### config.mk
export PLATFORM = sky130hd
export DESIGN_NAME = sks_ctrl
export DESIGN_NICKNAME = d
export VERILOG_FILES = /design/src/design/sks_pkg.sv /design/src/design/sks_ctrl.sv
export SDC_FILE = /design/constraint.sdc
export NUM_CORES = 1
export LEC_CHECK = 0
export BUFFER_PORTS_ARGS = -buffer_cell sky130_fd_sc_hd__buf_4
export CAP_MARGIN = 20
export CORE_AREA = 2 2 39 41
export CTS_BUF_LIST = sky130_fd_sc_hd__clkbuf_8
export CTS_CLUSTER_SIZE = 25
export DETAILED_ROUTE_END_ITERATION = 7
export DIE_AREA = 0 0 41 43
export HOLD_SLACK_MARGIN = 0.05
export PLACE_DENSITY = 0.75
export SLEW_MARGIN = 20
export SYNTH_ARGS = -nofsm -noshare
export SYNTH_HDL_FRONTEND = slang
export SYNTH_SLANG_ARGS = --single-unit
### constraint.sdc
create_clock -name clk -period 1.3 [get_ports clk]
set_input_delay 0.26 -clock clk [delete_from_list [all_inputs] [get_ports clk]]
set_output_delay 0.26 -clock clk [all_outputs]
set_load 0.02 [all_outputs]
### src/design/sks_pkg.sv
package sks_pkg;

    localparam int DEF_TABLE_DEPTH = 1024;

    localparam int KEY_W      = 32;
    localparam int IDX_W      = 10;
    localparam int CNT_W      = 11;
    localparam int MODE_W     = 2;
    localparam int SPAN_W     = 10;
    localparam int CFG_IDX_W  = 2;
    localparam int CFG_DATA_W = 11;
    // entry_count never exceeds 2047, so signed 12-bit positions cover lo, hi and mid
    localparam int POS_W      = 12;

    localparam logic [CFG_IDX_W-1:0] CFG_ENTRY_COUNT = 2'd0;
    localparam logic [CFG_IDX_W-1:0] CFG_SEARCH_MODE = 2'd1;
    localparam logic [CFG_IDX_W-1:0] CFG_LINEAR_SPAN = 2'd2;

    localparam logic [MODE_W-1:0] MODE_LINEAR = 2'd0;
    localparam logic [MODE_W-1:0] MODE_BINARY = 2'd1;
    localparam logic [MODE_W-1:0] MODE_HYBRID = 2'd2;

    localparam logic KIND_LOAD   = 1'b0;
    localparam logic KIND_SEARCH = 1'b1;

    localparam logic [SPAN_W-1:0] DEF_LINEAR_SPAN = 10'd15;

    typedef struct packed {
        logic                    kind;
        logic [IDX_W-1:0]        entry_index;
        logic signed [KEY_W-1:0] key_value;
    } sks_in_t;

    typedef struct packed {
        logic             found;
        logic [IDX_W-1:0] found_index;
        logic [CNT_W-1:0] compare_count;
    } sks_out_t;

    typedef struct packed {
        logic load_we;    // write table entry from the input request
        logic start;      // latch key, open span [0, n-1], clear count
        logic probe_mid;  // count a compare, read the middle of the span
        logic probe_lo;   // count a compare, read the low end of the span
        logic step_bin;   // narrow the span on the last probe
        logic step_lin;   // advance the low end by one
        logic publish;    // load the output register
        logic found;      // hit flag that goes with publish
    } sks_cmd_t;

    typedef struct packed {
        logic span_empty;
        logic span_small;
        logic key_eq;
        logic out_busy;
    } sks_stat_t;

endpackage

### src/design/sks_ctrl.sv
module sks_ctrl (
    input  logic                        clk,
    input  logic                        rst_n,
    input  logic                        in_valid,
    input  logic                        in_kind,
    input  logic [sks_pkg::MODE_W-1:0]  search_mode,
    input  sks_pkg::sks_stat_t          stat,
    output sks_pkg::sks_cmd_t           cmd,
    output logic                        in_stall
);
    import sks_pkg::*;

    typedef enum logic [5:0] {
        S_IDLE      = 6'b000001,
        S_BIN_CHECK = 6'b000010,
        S_BIN_CMP   = 6'b000100,
        S_LIN_CHECK = 6'b001000,
        S_LIN_CMP   = 6'b010000,
        S_FINISH    = 6'b100000
    } sks_state_t;

    sks_state_t state_reg, state_next;
    logic       hybrid_reg, hybrid_next;
    logic       found_reg, found_next;

    assign in_stall = (state_reg != S_IDLE);

    always_comb
    begin
        state_next  = state_reg;
        hybrid_next = hybrid_reg;
        found_next  = found_reg;
        cmd         = '0;
        cmd.found   = found_reg;

        unique case (state_reg)
            S_IDLE:
            begin
                if (in_valid)
                begin
                    if (in_kind == KIND_SEARCH)
                    begin
                        cmd.start   = 1'b1;
                        // the unused mode code runs as the hybrid
                        hybrid_next = (search_mode != MODE_BINARY);
                        state_next  = (search_mode == MODE_LINEAR) ? S_LIN_CHECK
                                                                   : S_BIN_CHECK;
                    end
                    else
                    begin
                        cmd.load_we = 1'b1;
                    end
                end
            end
            S_BIN_CHECK:
            begin
                if (stat.span_empty)
                begin
                    found_next = 1'b0;
                    state_next = S_FINISH;
                end
                else if (hybrid_reg && stat.span_small)
                begin
                    state_next = S_LIN_CHECK;
                end
                else
                begin
                    cmd.probe_mid = 1'b1;
                    state_next    = S_BIN_CMP;
                end
            end
            S_BIN_CMP:
            begin
                if (stat.key_eq)
                begin
                    found_next = 1'b1;
                    state_next = S_FINISH;
                end
                else
                begin
                    cmd.step_bin = 1'b1;
                    state_next   = S_BIN_CHECK;
                end
            end
            S_LIN_CHECK:
            begin
                if (stat.span_empty)
                begin
                    found_next = 1'b0;
                    state_next = S_FINISH;
                end
                else
                begin
                    cmd.probe_lo = 1'b1;
                    state_next   = S_LIN_CMP;
                end
            end
            S_LIN_CMP:
            begin
                if (stat.key_eq)
                begin
                    found_next = 1'b1;
                    state_next = S_FINISH;
                end
                else
                begin
                    cmd.step_lin = 1'b1;
                    state_next   = S_LIN_CHECK;
                end
            end
            S_FINISH:
            begin
                if (!stat.out_busy)
                begin
                    cmd.publish = 1'b1;
                    state_next  = S_IDLE;
                end
            end
            default:
            begin
                state_next = S_IDLE;
            end
        endcase
    end

    always_ff @(posedge clk or negedge rst_n)
    begin
        if (!rst_n)
        begin
            state_reg  <= S_IDLE;
            hybrid_reg <= 1'b0;
            found_reg  <= 1'b0;
        end
        else
        begin
            state_reg  <= state_next;
            hybrid_reg <= hybrid_next;
            found_reg  <= found_next;
        end
    end

endmodule

# Yosys cells after proc, flatten, opt, wreduce, memory -nomap -nowiden
# Cells that the tools add are included.
op_classes:
  n_mux: 27
  eq_ne: 13
  reduce_logical: 8
op_table:
  columns: ["cell", "n"]
  rows:
  - ["$mux W6", 7]
  - ["$pmux W6 S6", 1]
  - ["$mux W1", 14]
  - ["$reduce_and A3 Y1", 3]
  - ["$mux W4", 2]
  - ["$eq A6 B1 Y1 const B", 1]
  - ["$eq A6 B2 Y1 const B", 1]
  - ["$eq A6 B3 Y1 const B", 1]
  - ["$eq A6 B4 Y1 const B", 1]
  - ["$eq A6 B5 Y1 const B", 1]
  - ["$eq A6 B6 Y1 const B", 1]
  - ["$ne A2 B1 Y1 const B", 3]
  - ["$ne A2 B2 Y1 const B", 3]
  - ["$ne A6 B1 Y1 const B", 1]
  - ["$mux W2", 2]
  - ["$reduce_or A2 Y1", 2]
  - ["$logic_not A2 Y1", 1]
  - ["$pmux W1 S2", 1]
  - ["$reduce_bool A2 Y1", 1]
  - ["$logic_and A1 B1 Y1", 1]
word_totals:
  inputBits: 10
  regBits: 8

# Depth between registers and ports, before layout
# Gate-level depths: netlist (run 1).
depth:
  word_depth: 5
  depth_mapped: 6

# Worst setup path after synthesis (run 1)
# OpenSTA, ideal clock, no wires.
synth_timing:
  kind: "reg2out"
  start: "reg state_reg[2]"
  end: "out cmd[7] (netlist name)"
  slack_ns: -0.139
  n_path_buf: 0
  stages_incl_launch_ff: 5
  arrival_time_ns: 1.179
  path_cell_list: "dfrtp_1 -> nor2_4 -> and4b_4 -> nand2_1 -> nor2_1"
synth_rtl:
  columns: ["item", "line", "text"]
  rows:
  - ["from (decl)", "sks_ctrl.sv:22", "sks_state_t state_reg, state_next;"]
  - ["from (signal assigned)", "sks_ctrl.sv:136", "state_reg <= state_next;"]
  - ["to (decl)", "sks_ctrl.sv:8", "output sks_pkg::sks_cmd_t cmd,"]

==> metrics.yaml, run 1 <==
run_status:
  status: "complete, but fails checks"
  violations: "setup timing"
global_routing:
  grt_pass1_wl_um: 2470
  grt-ovfl-total: 0
  grt_pass1_vias: 554
  globalRouteTotalUtil: 0.214
  antenna_found_initial: 0
  grt_max_degree: 9
cts:
  cts_tree: "built"
  insertion_delay_ps: 230
  cts_buffer_depth: 2
  cts.htree.levels: 1
  cts_num_sinks: 8
  clk_pin_slew_ps: 40
  cts_buffers: 3
  clk_root_buffer_cell: "clkbuf_8"
floorplan:
  die_area_sq_um: 1760
  die_h_um: 43
  initial_core_util: 0.391
  row_count: 14
  die_w_um: 41
  top_level_ports: 19
  core-area_sq_um: 1380
yosys:
  syn_area_per_cell_sq_um: 8.86
  syn_inst: 61
  synth_edf_count: 0
  ys_seq_area_frac: 0.373
  synth_cell_types: 32
  synth_top_cell_by_area: "dfrtp_1"
  yosys_register_bits: 8
  netlist_area_sq_um: 541
  ys.warnings.count: 0
  synth_top_area_frac: 0.324
  synthArstFlopShare: 1.00
  synth_area_leaders: "dfrtp_1 (32%), dfstp_2 (4.9%), nor2_1 (4.9%)"
  syn-num-nets: 71
  synthFlopType: "dfrtp_1"
drt:
  vias_per_cell: 5.02
  wl_per_cell_um: 13.2
  first_pass_iters: 6
  antenna_left: 0
  vias: 607
  wl_um: 1590
  dr.first_iter.drc_count: 9
  drc: 0
placed_design:
  pre_cts_ws_ps: -142
  gp_congestion: 0.749
  dp.cells: 105
  dp_hpwl_um: 1050
  placed_cell_area_sq_um: 788
  port-buffer-count: 18
timing:
  final-max-slew-violation-count: 0
  rsz0062_at_grt: "true"
  setup_viol_count_final: 14
  fin_ws_ps: -348
  timing.hold.ws_ps: 217
  max_freq_ghz: 0.607
  final.setup.tns_ps: -3730
  finalHoldViolCount: 0
  slew_headroom: 0.796
  tightest_slew_ps: 302
  skew_ps: 4.18
  period_needed_ps: 1650
  post-route-period-util: 1.27
cells_and_area:
  mostFrequentLayoutCells: "buf_4 (33), buf_6 (9), nor2_2 (5)"
  num_antenna_cells: 0
  nets: 116
  final_cells: 121
  area_growth_pct: 87.0
  fin_area_sq_um: 1010
  final_common_cell: "buf_4"
  regArea_sq_um: 205
  largest_register_ffs: 6
  drive_gt1_frac: 0.695
  multi_input_area_sq_um: 370
  fillers: 104
power:
  p_per_area_nw_per_um2: 1060
  p_leak_nw: 0.505
  vdd_ir_drop_max_uv: 778
worst_setup_path:
  cp_max_fo: 5
  critPathCaptureType: "primary output"
  cp_data_required_time_ps: 1040
  worst-endpoint-arrival_ps: 1390
  crit_type: "reg2out"
  cp-start-kind: "flip-flop"
run:
  max_cap_violations: 0
worst_hold_path:
  hp-class: "in2reg"
-- metal layers --
metal,vias up,global-route usage,share of wire
met1,284,0.280,0.39
met2,20,0.331,0.54
met3,2,0.0471,0.057
met5,-,0,0
li1,301,-,-
met4,0,0.0800,0.013
-- critical path: stages, from the launching register on --
cell and delay, ps:
dfstp_2 580, and4b_4 280, and3_4 190, buf_6 110
-- cell usage after synthesis, drive strengths merged (2+ instances only) --
master   n
nor2    10
and2     3
and2b    2
buf      3
inv      3
nor3b    2
xor2     2
nand2    6
dfrtp    7
o21ai    3
nor4     2
and3     2
a21oi    4
nand4    3
-- cell type report --
class | count | share of cell area
Multi-Input combinational cell | 47 | 0.366
Timing Repair Buffer | 43 | 0.355
Sequential cell | 8 | 0.203
Clock buffer | 3 | 0.0408
Tap cell | 16 | 0.0198
Inverter | 3 | 0.0111
Clock inverter | 1 | 0.00371
-- final timing paths --
kind | startpoint | endpoint | slack [ps] | depth (start not counted)
worst max-delay path | state_reg[0] | cmd[6] | -350 | 3
worst min-delay path | stat[2] | state_reg[2] | 220 | 2
worst max register to register | state_reg[0] | state_reg[0] | -270 | 7
worst min register to register | found_reg | found_reg | 490 | 1
max in group asynchronous | rst_n | state_reg[0] | 700 | 2
min in group asynchronous | rst_n | hybrid_reg | 380 | 2
-- through the flow --
stage	util	total power [mW]
global route	0.731	1.14
global placement	0.570	0.660
floorplan	-	0.540
detailed placement	0.570	0.666
CTS	0.693	1.03
finish	0.731	1.07
-- power by group --
part / switching (mW) / total (mW) / leakage [nW] / internal, mW
clock network: 0.0965 / 0.301 / 0.0269 / 0.204
registers: 0.0432 / 0.331 / 0.0989 / 0.288
logic: 0.195 / 0.443 / 0.379 / 0.248
-- logic make-up after synthesis --
family	synth area share
compound gates	0.137
buf+inv	0.0694
simple gates	0.389
xor+xnor	0.0324
flops	0.373
-- repair_timing --
item,in CTS,in global routing
pin swaps,7,3
resized for setup,14,13
buffers inserted,10,2
hold endpoints to repair,8,0
hold buffers,1,0
endpoints found under the setup margin,14,15
Note: power is estimated with default switching activity, not from simulation.
==> run 2: changes to the inputs <==
--- a/config.mk
+++ b/config.mk
@@ -5,15 +5,15 @@
 export SDC_FILE = /design/constraint.sdc
 export NUM_CORES = 1
 export LEC_CHECK = 0
-export BUFFER_PORTS_ARGS = -buffer_cell sky130_fd_sc_hd__buf_4
 export CAP_MARGIN = 20
 export CORE_AREA = 2 2 39 41
 export CTS_BUF_LIST = sky130_fd_sc_hd__clkbuf_8
 export CTS_CLUSTER_SIZE = 25
 export DETAILED_ROUTE_END_ITERATION = 7
 export DIE_AREA = 0 0 41 43
+export DONT_BUFFER_PORTS = 1
 export HOLD_SLACK_MARGIN = 0.05
-export PLACE_DENSITY = 0.75
+export PLACE_DENSITY = 0.62
 export SLEW_MARGIN = 20
 export SYNTH_ARGS = -nofsm -noshare
 export SYNTH_HDL_FRONTEND = slang
==> metrics.yaml, run 2 (synthesis gave the netlist of run 1 again) <==
worst_hold_path:
  hp-class: "in2reg"  # unchanged
floorplan:
  core-area_sq_um: 1380  # unchanged
  row_count: 14  # unchanged
  die_h_um: 43  # unchanged
  die_w_um: 41  # unchanged
  initial_core_util: 0.391  # unchanged
  top_level_ports: 19  # unchanged
  die_area_sq_um: 1760  # unchanged
timing:
  fin_ws_ps: -322  # was -348 ps
  finalHoldViolCount: 0  # unchanged
  setup_viol_count_final: 14  # unchanged
  rsz0062_at_grt: "true"  # unchanged
  post-route-period-util: 1.25  # was 1.27
  slew_headroom: 0.768  # was 0.796
  period_needed_ps: 1620  # was 1650 ps
  final.setup.tns_ps: -2900  # was -3730 ps
  max_freq_ghz: 0.617  # was 0.607 GHz
  tightest_slew_ps: 347  # was 302 ps
  final-max-slew-violation-count: 0  # unchanged
  timing.hold.ws_ps: 103  # was 217 ps
  skew_ps: 5.87  # was 4.18 ps
cells_and_area:
  fillers: 117  # was 104
  mostFrequentLayoutCells: "buf_4 (11), buf_6 (7), nand2_1 (6)"  # was buf_4 (33), buf_6 (9), nor2_2 (5)
  largest_register_ffs: 6  # unchanged
  fin_area_sq_um: 820  # was 1010 sq um
  final_common_cell: "buf_4"  # unchanged
  drive_gt1_frac: 0.605  # was 0.695
  nets: 92  # was 116
  num_antenna_cells: 0  # unchanged
  area_growth_pct: 51.6  # was 87.0%
worst_setup_path:
  max_stage_delay_ps: 450  # was 580 ps
  cp_data_required_time_ps: 1040  # about the same
  critPathCaptureType: "primary output"  # unchanged
  cp_max_fo: 4  # was 5
  critPathSlowestCell: "dfrtp_2"  # was dfstp_2
  cp-start-kind: "flip-flop"  # unchanged
  crit_type: "reg2out"  # unchanged
  worst-endpoint-arrival_ps: 1360  # was 1390 ps
  cp_cell_sequence: "nor2_2 > and4b_4 > and3_4"  # was and4b_4 > and3_4 > buf_6
cts:
  cts_buffers: 3  # unchanged
  cts_buffer_depth: 2  # unchanged
  clk_root_buffer_cell: "clkbuf_8"  # unchanged
  cts_num_sinks: 8  # unchanged
  cts_tree: "built"  # unchanged
  clk_pin_slew_ps: 40  # about the same
  cts.htree.levels: 1  # unchanged
  insertion_delay_ps: 230  # about the same
power:
  power_mw: 1.00  # was 1.07 mW
  p_leak_nw: 0.366  # was 0.505 nW
  vdd_ir_drop_max_uv: 828  # was 778 uV
  p_per_area_nw_per_um2: 1220  # was 1060 nW/um^2
global_routing:
  grt-ovfl-total: 0  # unchanged
  grt_pass1_vias: 522  # was 554
  antenna_found_initial: 0  # unchanged
  grt_pass1_wl_um: 2270  # was 2470 um
  globalRouteTotalUtil: 0.197  # was 0.214
  grt_max_degree: 9  # unchanged
drt:
  m1WireLength_um: 472  # was 617 um
  antenna_left: 0  # unchanged
  wl_met2_um: 790  # was 863 um
  wl_per_cell_um: 13.9  # was 13.2 um
  wl_met3_um: 58  # was 90 um
  dr.first_iter.drc_count: 9  # unchanged
  highest_layer: "met4"  # unchanged
  wl_um: 1350  # was 1590 um
  first_pass_iters: 4  # was 6
  vias_per_cell: 5.26  # was 5.02
  drc: 0  # unchanged
  vias: 510  # was 607
placed_design:
  pre_cts_ws_ps: -160  # was -142 ps
  gp_congestion: 0.773  # was 0.749
  placed_cell_area_sq_um: 638  # was 788 sq um
  dp_hpwl_um: 958  # was 1050 um
  port-buffer-count: 0  # was 18
run_status:
  violations: "setup timing"  # unchanged
  status: "complete, but fails checks"  # unchanged
run:
  max_cap_violations: 0  # unchanged
## run 2: cell count changes in the layout (fill, tap and decap cells not counted), sizes merged
cell / before / now
buf: 42 / 18
## run 2: critical path, delay by kind of cell (launching register included)
family	cells	cell delay (ps)
flops	1	450
simple gates	3	670
## run 2: layout make-up
cell class | instances | area (sq um) | area share
Sequential cell | 8 | 208 | 0.253
Clock buffer | 3 | 41.3 | 0.0504
Multi-Input combinational cell | 47 | 362 | 0.441
Inverter | 3 | 13.8 | 0.0168
Timing Repair Buffer | 19 | 171 | 0.209
Clock inverter | 1 | 3.75 | 0.00458
Tap cell | 16 | 20.0 | 0.0244
## run 2: where the power goes
group / switching (mW) / internal, mW
Clock: 0.0999 / 0.205
Sequential: 0.0586 / 0.288
Combinational: 0.163 / 0.186
Total: 0.322 / 0.679
## run 2: per-layer routing
layer | global-route usage | up-vias
met3 | 0.0262 | 4
met2 | 0.334 | 14
met4 | 0.120 | 0
met1 | 0.214 | 241
met5 | 0 | -
li1 | - | 251
## run 2: per-stage QoR
step	instances	util
after CTS	96	0.559
after global placement	85	0.461
final	97	0.592
after floorplan	61	-
after global routing	97	0.592
after detailed placement	85	0.461
## run 2: timing repair
item,4_1_cts,5_1_grt
hold buffers,1,0
buffers inserted,6,1
pin swaps,7,4
endpoints found under the setup margin,14,15
resized for setup,14,12
endpoints found under the hold margin,8,0
gates cloned,0,0
## run 2: worst paths after layout
| kind | from | to | slack, ps | depth (start not counted) |
|---|---|---|---|---|
| setup / recovery | state_reg[1] | cmd[6] | -320 | 3 |
| max in group asynchronous | rst_n | state_reg[0] | 620 | 1 |
| setup reg to reg | state_reg[1] | found_reg | -190 | 7 |
| hold reg to reg | hybrid_reg | state_reg[2] | 540 | 1 |
| hold / removal | stat[2] | state_reg[2] | 100 | 1 |
| min in group asynchronous | rst_n | state_reg[3] | 370 | 1 |
==> run 3: changes to the inputs <==
--- a/config.mk
+++ b/config.mk
@@ -5,6 +5,7 @@
 export SDC_FILE = /design/constraint.sdc
 export NUM_CORES = 1
 export LEC_CHECK = 0
+export ABC_AREA = 1
 export CAP_MARGIN = 20
 export CORE_AREA = 2 2 39 41
 export CTS_BUF_LIST = sky130_fd_sc_hd__clkbuf_8
@@ -13,7 +14,7 @@
 export DIE_AREA = 0 0 41 43
 export DONT_BUFFER_PORTS = 1
 export HOLD_SLACK_MARGIN = 0.05
-export PLACE_DENSITY = 0.62
+export PLACE_DENSITY = 0.63
 export SLEW_MARGIN = 20
 export SYNTH_ARGS = -nofsm -noshare
 export SYNTH_HDL_FRONTEND = slang
==> metrics.yaml, run 3 <==
drt:
  vias: 623  # was 510
  dr.first_iter.drc_count: 5  # was 9
  antenna_left: 0  # unchanged
  vias_per_cell: 5.11  # was 5.26
  first_pass_iters: 4  # unchanged
  wl_um: 1650  # was 1350 um
  drc: 0  # unchanged
  wl_per_cell_um: 13.5  # was 13.9 um
cts:
  cts.htree.levels: 1  # unchanged
  cts_num_sinks: 8  # unchanged
  insertion_delay_ps: 240  # was 230 ps
  cts_tree: "built"  # unchanged
  cts_buffer_depth: 2  # unchanged
  cts_buffers: 3  # unchanged
  clk_pin_slew_ps: 50  # was 40 ps
  clk_root_buffer_cell: "clkbuf_8"  # unchanged
worst_hold_path:
  hold_end: "state_reg[4]"  # was state_reg[2]
  hp-class: "in2reg"  # unchanged
  hold_depth: 1  # unchanged
  hp-start: "stat[3]"  # was stat[2]
global_routing:
  grt_pass1_wl_um: 2620  # was 2270 um
  grt-ovfl-total: 0  # unchanged
  globalRouteTotalUtil: 0.231  # was 0.197
  grt_pass1_vias: 598  # was 522
  antenna_found_initial: 0  # unchanged
  grt_max_degree: 9  # unchanged
run_status:
  status: "complete, but fails checks"  # unchanged
  violations: "setup timing"  # unchanged
timing:
  fin_ws_ps: -320  # was -322 ps
  post-route-period-util: 1.25  # about the same
  final-max-slew-violation-count: 0  # unchanged
  max_freq_ghz: 0.617  # about the same
  slew_headroom: 0.728  # was 0.768
  final.setup.tns_ps: -2650  # was -2900 ps
  period_needed_ps: 1620  # about the same
  setup_viol_count_final: 14  # unchanged
  skew_ps: 8.90  # was 5.87 ps
  finalHoldViolCount: 0  # unchanged
  tightest_slew_ps: 407  # was 347 ps
  timing.hold.ws_ps: 78.9  # was 103 ps
  rsz0062_at_grt: "true"  # unchanged
power:
  p_per_area_nw_per_um2: 2140  # was 1220 nW/um^2
  vdd_ir_drop_max_uv: 1090  # was 828 uV
  p_leak_nw: 0.461  # was 0.366 nW
yosys:
  synth_area_leaders: "dfrtp_1 (32%), nand2_1 (11%), nor2_1 (10%)"  # was dfrtp_1 (32%), dfstp_2 (4.9%), nor2_1 (4.9%)
  ys_seq_area_frac: 0.366  # was 0.373
  synth_top_cell_by_area: "dfrtp_1"  # unchanged
  syn_area_per_cell_sq_um: 6.97  # was 8.86 sq um
  synth_cell_types: 16  # was 32
  syn-num-nets: 89  # was 71
  syn_inst: 79  # was 61
  synthFlopType: "dfrtp_1"  # unchanged
  synth_top_area_frac: 0.318  # was 0.324
  synth_common_cells: "nand2_1 (16), nor2_1 (15), inv_1 (12)"  # was dfrtp_1 (7), nor2_1 (7), nand2_1 (6)
  synth_edf_count: 0  # unchanged
  ys.warnings.count: 0  # unchanged
  synth_most_common_cell: "nand2_1"
  netlist_area_sq_um: 551  # was 541 sq um
  synthArstFlopShare: 1.00  # unchanged
  yosys_register_bits: 8  # unchanged
floorplan:
  initial_core_util: 0.398  # was 0.391
  die_area_sq_um: 1760  # unchanged
  core-area_sq_um: 1380  # unchanged
  top_level_ports: 19  # unchanged
  die_w_um: 41  # unchanged
  die_h_um: 43  # unchanged
  row_count: 14  # unchanged
worst_setup_path:
  cp-start-kind: "flip-flop"  # unchanged
  reg2reg_from: "state_reg[3]"  # was state_reg[1]
  rrSetupSlack_ps: -180  # was -190 ps
  reg2reg_to: "state_reg[1]"  # was found_reg
  critPathCaptureType: "primary output"  # unchanged
  cp_data_required_time_ps: 1040  # about the same
  worst-endpoint-arrival_ps: 1360  # about the same
  cp_cell_sequence: "nor2_4 > nand3_4 > nor3b_4"  # was nor2_2 > and4b_4 > and3_4
  crit_type: "reg2out"  # unchanged
  critPathSlowestCell: "dfrtp_1"  # was dfrtp_2
  cp_max_fo: 4  # unchanged
  max_stage_delay_ps: 430  # was 450 ps
  r2r_cells: 6  # was 7
placed_design:
  dp_hpwl_um: 1020  # was 958 um
  gp_congestion: 0.787  # was 0.773
  placed_cell_area_sq_um: 666  # was 638 sq um
  pre_cts_ws_ps: -108  # was -160 ps
  port-buffer-count: 0  # unchanged
cells_and_area:
  fillers: 116  # was 117
  mostFrequentLayoutCells: "buf_4 (19), nand2_1 (15), inv_1 (8), nor2_4 (8), nand4_1 (8)"  # was buf_4 (11), buf_6 (7), nand2_1 (6)
  drive_gt1_frac: 0.519  # was 0.605
  num_antenna_cells: 0  # unchanged
  nets: 117  # was 92
  fin_area_sq_um: 918  # was 820 sq um
  final_common_cell: "buf_4"  # unchanged
  area_growth_pct: 66.8  # was 51.6%
  largest_register_ffs: 6  # unchanged
run:
  max_cap_violations: 0  # unchanged
==> run 3: kinds of logic (layout without fill, tap and decap cells) <==
group,Yosys count,count (layout),share of synthesized area
DFF,8,8,0.366
and+or+nand+nor,56,56,0.514
buffers and inverters,13,40,0.0955
AOI/OAI and AO/OA,2,2,0.0250
==> run 3: what timing repair did <==
action | 4_1_cts | 5_1_grt
hold buffers | 1 | 0
endpoints found under the setup margin | 12 | 14
buffers inserted | 9 | 5
gates resized for setup | 18 | 11
hold endpoints to repair | 8 | 0
pin swaps | 8 | 4
gates cloned | 0 | 0
==> run 3: final cells by class <==
class	instances	area [sq um]	share of cell area
sequential	8	204	0.222
clock inverter	1	3.75	0.00409
clock buffer	3	41.3	0.0450
multi-input combinational	58	404	0.440
timing repair buffer	24	198	0.215
tap	16	20.0	0.0218
inverter	12	47.5	0.0518
==> run 3: worst max path at each step <==
stage / start / slack [ps] / to
floorplan: state_reg[0] / -110 / cmd[7]
global placement: state_reg[5] / -90 / cmd[7]
detailed placement: state_reg[5] / -110 / cmd[7]
CTS: state_reg[0] / -300 / cmd[7]
global route: state_reg[0] / -380 / cmd[7]
finish: state_reg[3] / -320 / cmd[7]
==> run 3: per-layer routing <==
layer	wire (um)	share of wire	global-route usage
met1	618	0.37	0.264
met2	894	0.54	0.363
met3	114	0.069	0.0890
met5	0	0	0
met4	25	0.015	0.100
==> run 3: critical path: cells and delay by family, from the launching register on <==
family,cells,cell delay (ps)
and+or+nand+nor,3,680
DFF,1,430
==> run 3: power breakdown <==
group          switching (mW)  leakage (nW)  total, mW  internal [mW]
combinational           0.612         0.334       1.20          0.585
clock                   0.116        0.0269      0.322          0.206
sequential              0.105        0.0995      0.447          0.341
total                   0.834         0.461       1.97           1.13
==> run 3: per-stage QoR <==
stage	cells	power (mW)	utilization
after floorplan	79	0.959	-
after global placement	103	1.14	0.481
after detailed placement	103	1.15	0.481
after CTS	117	1.77	0.612
after global routing	122	2.09	0.664
final	122	1.97	0.664
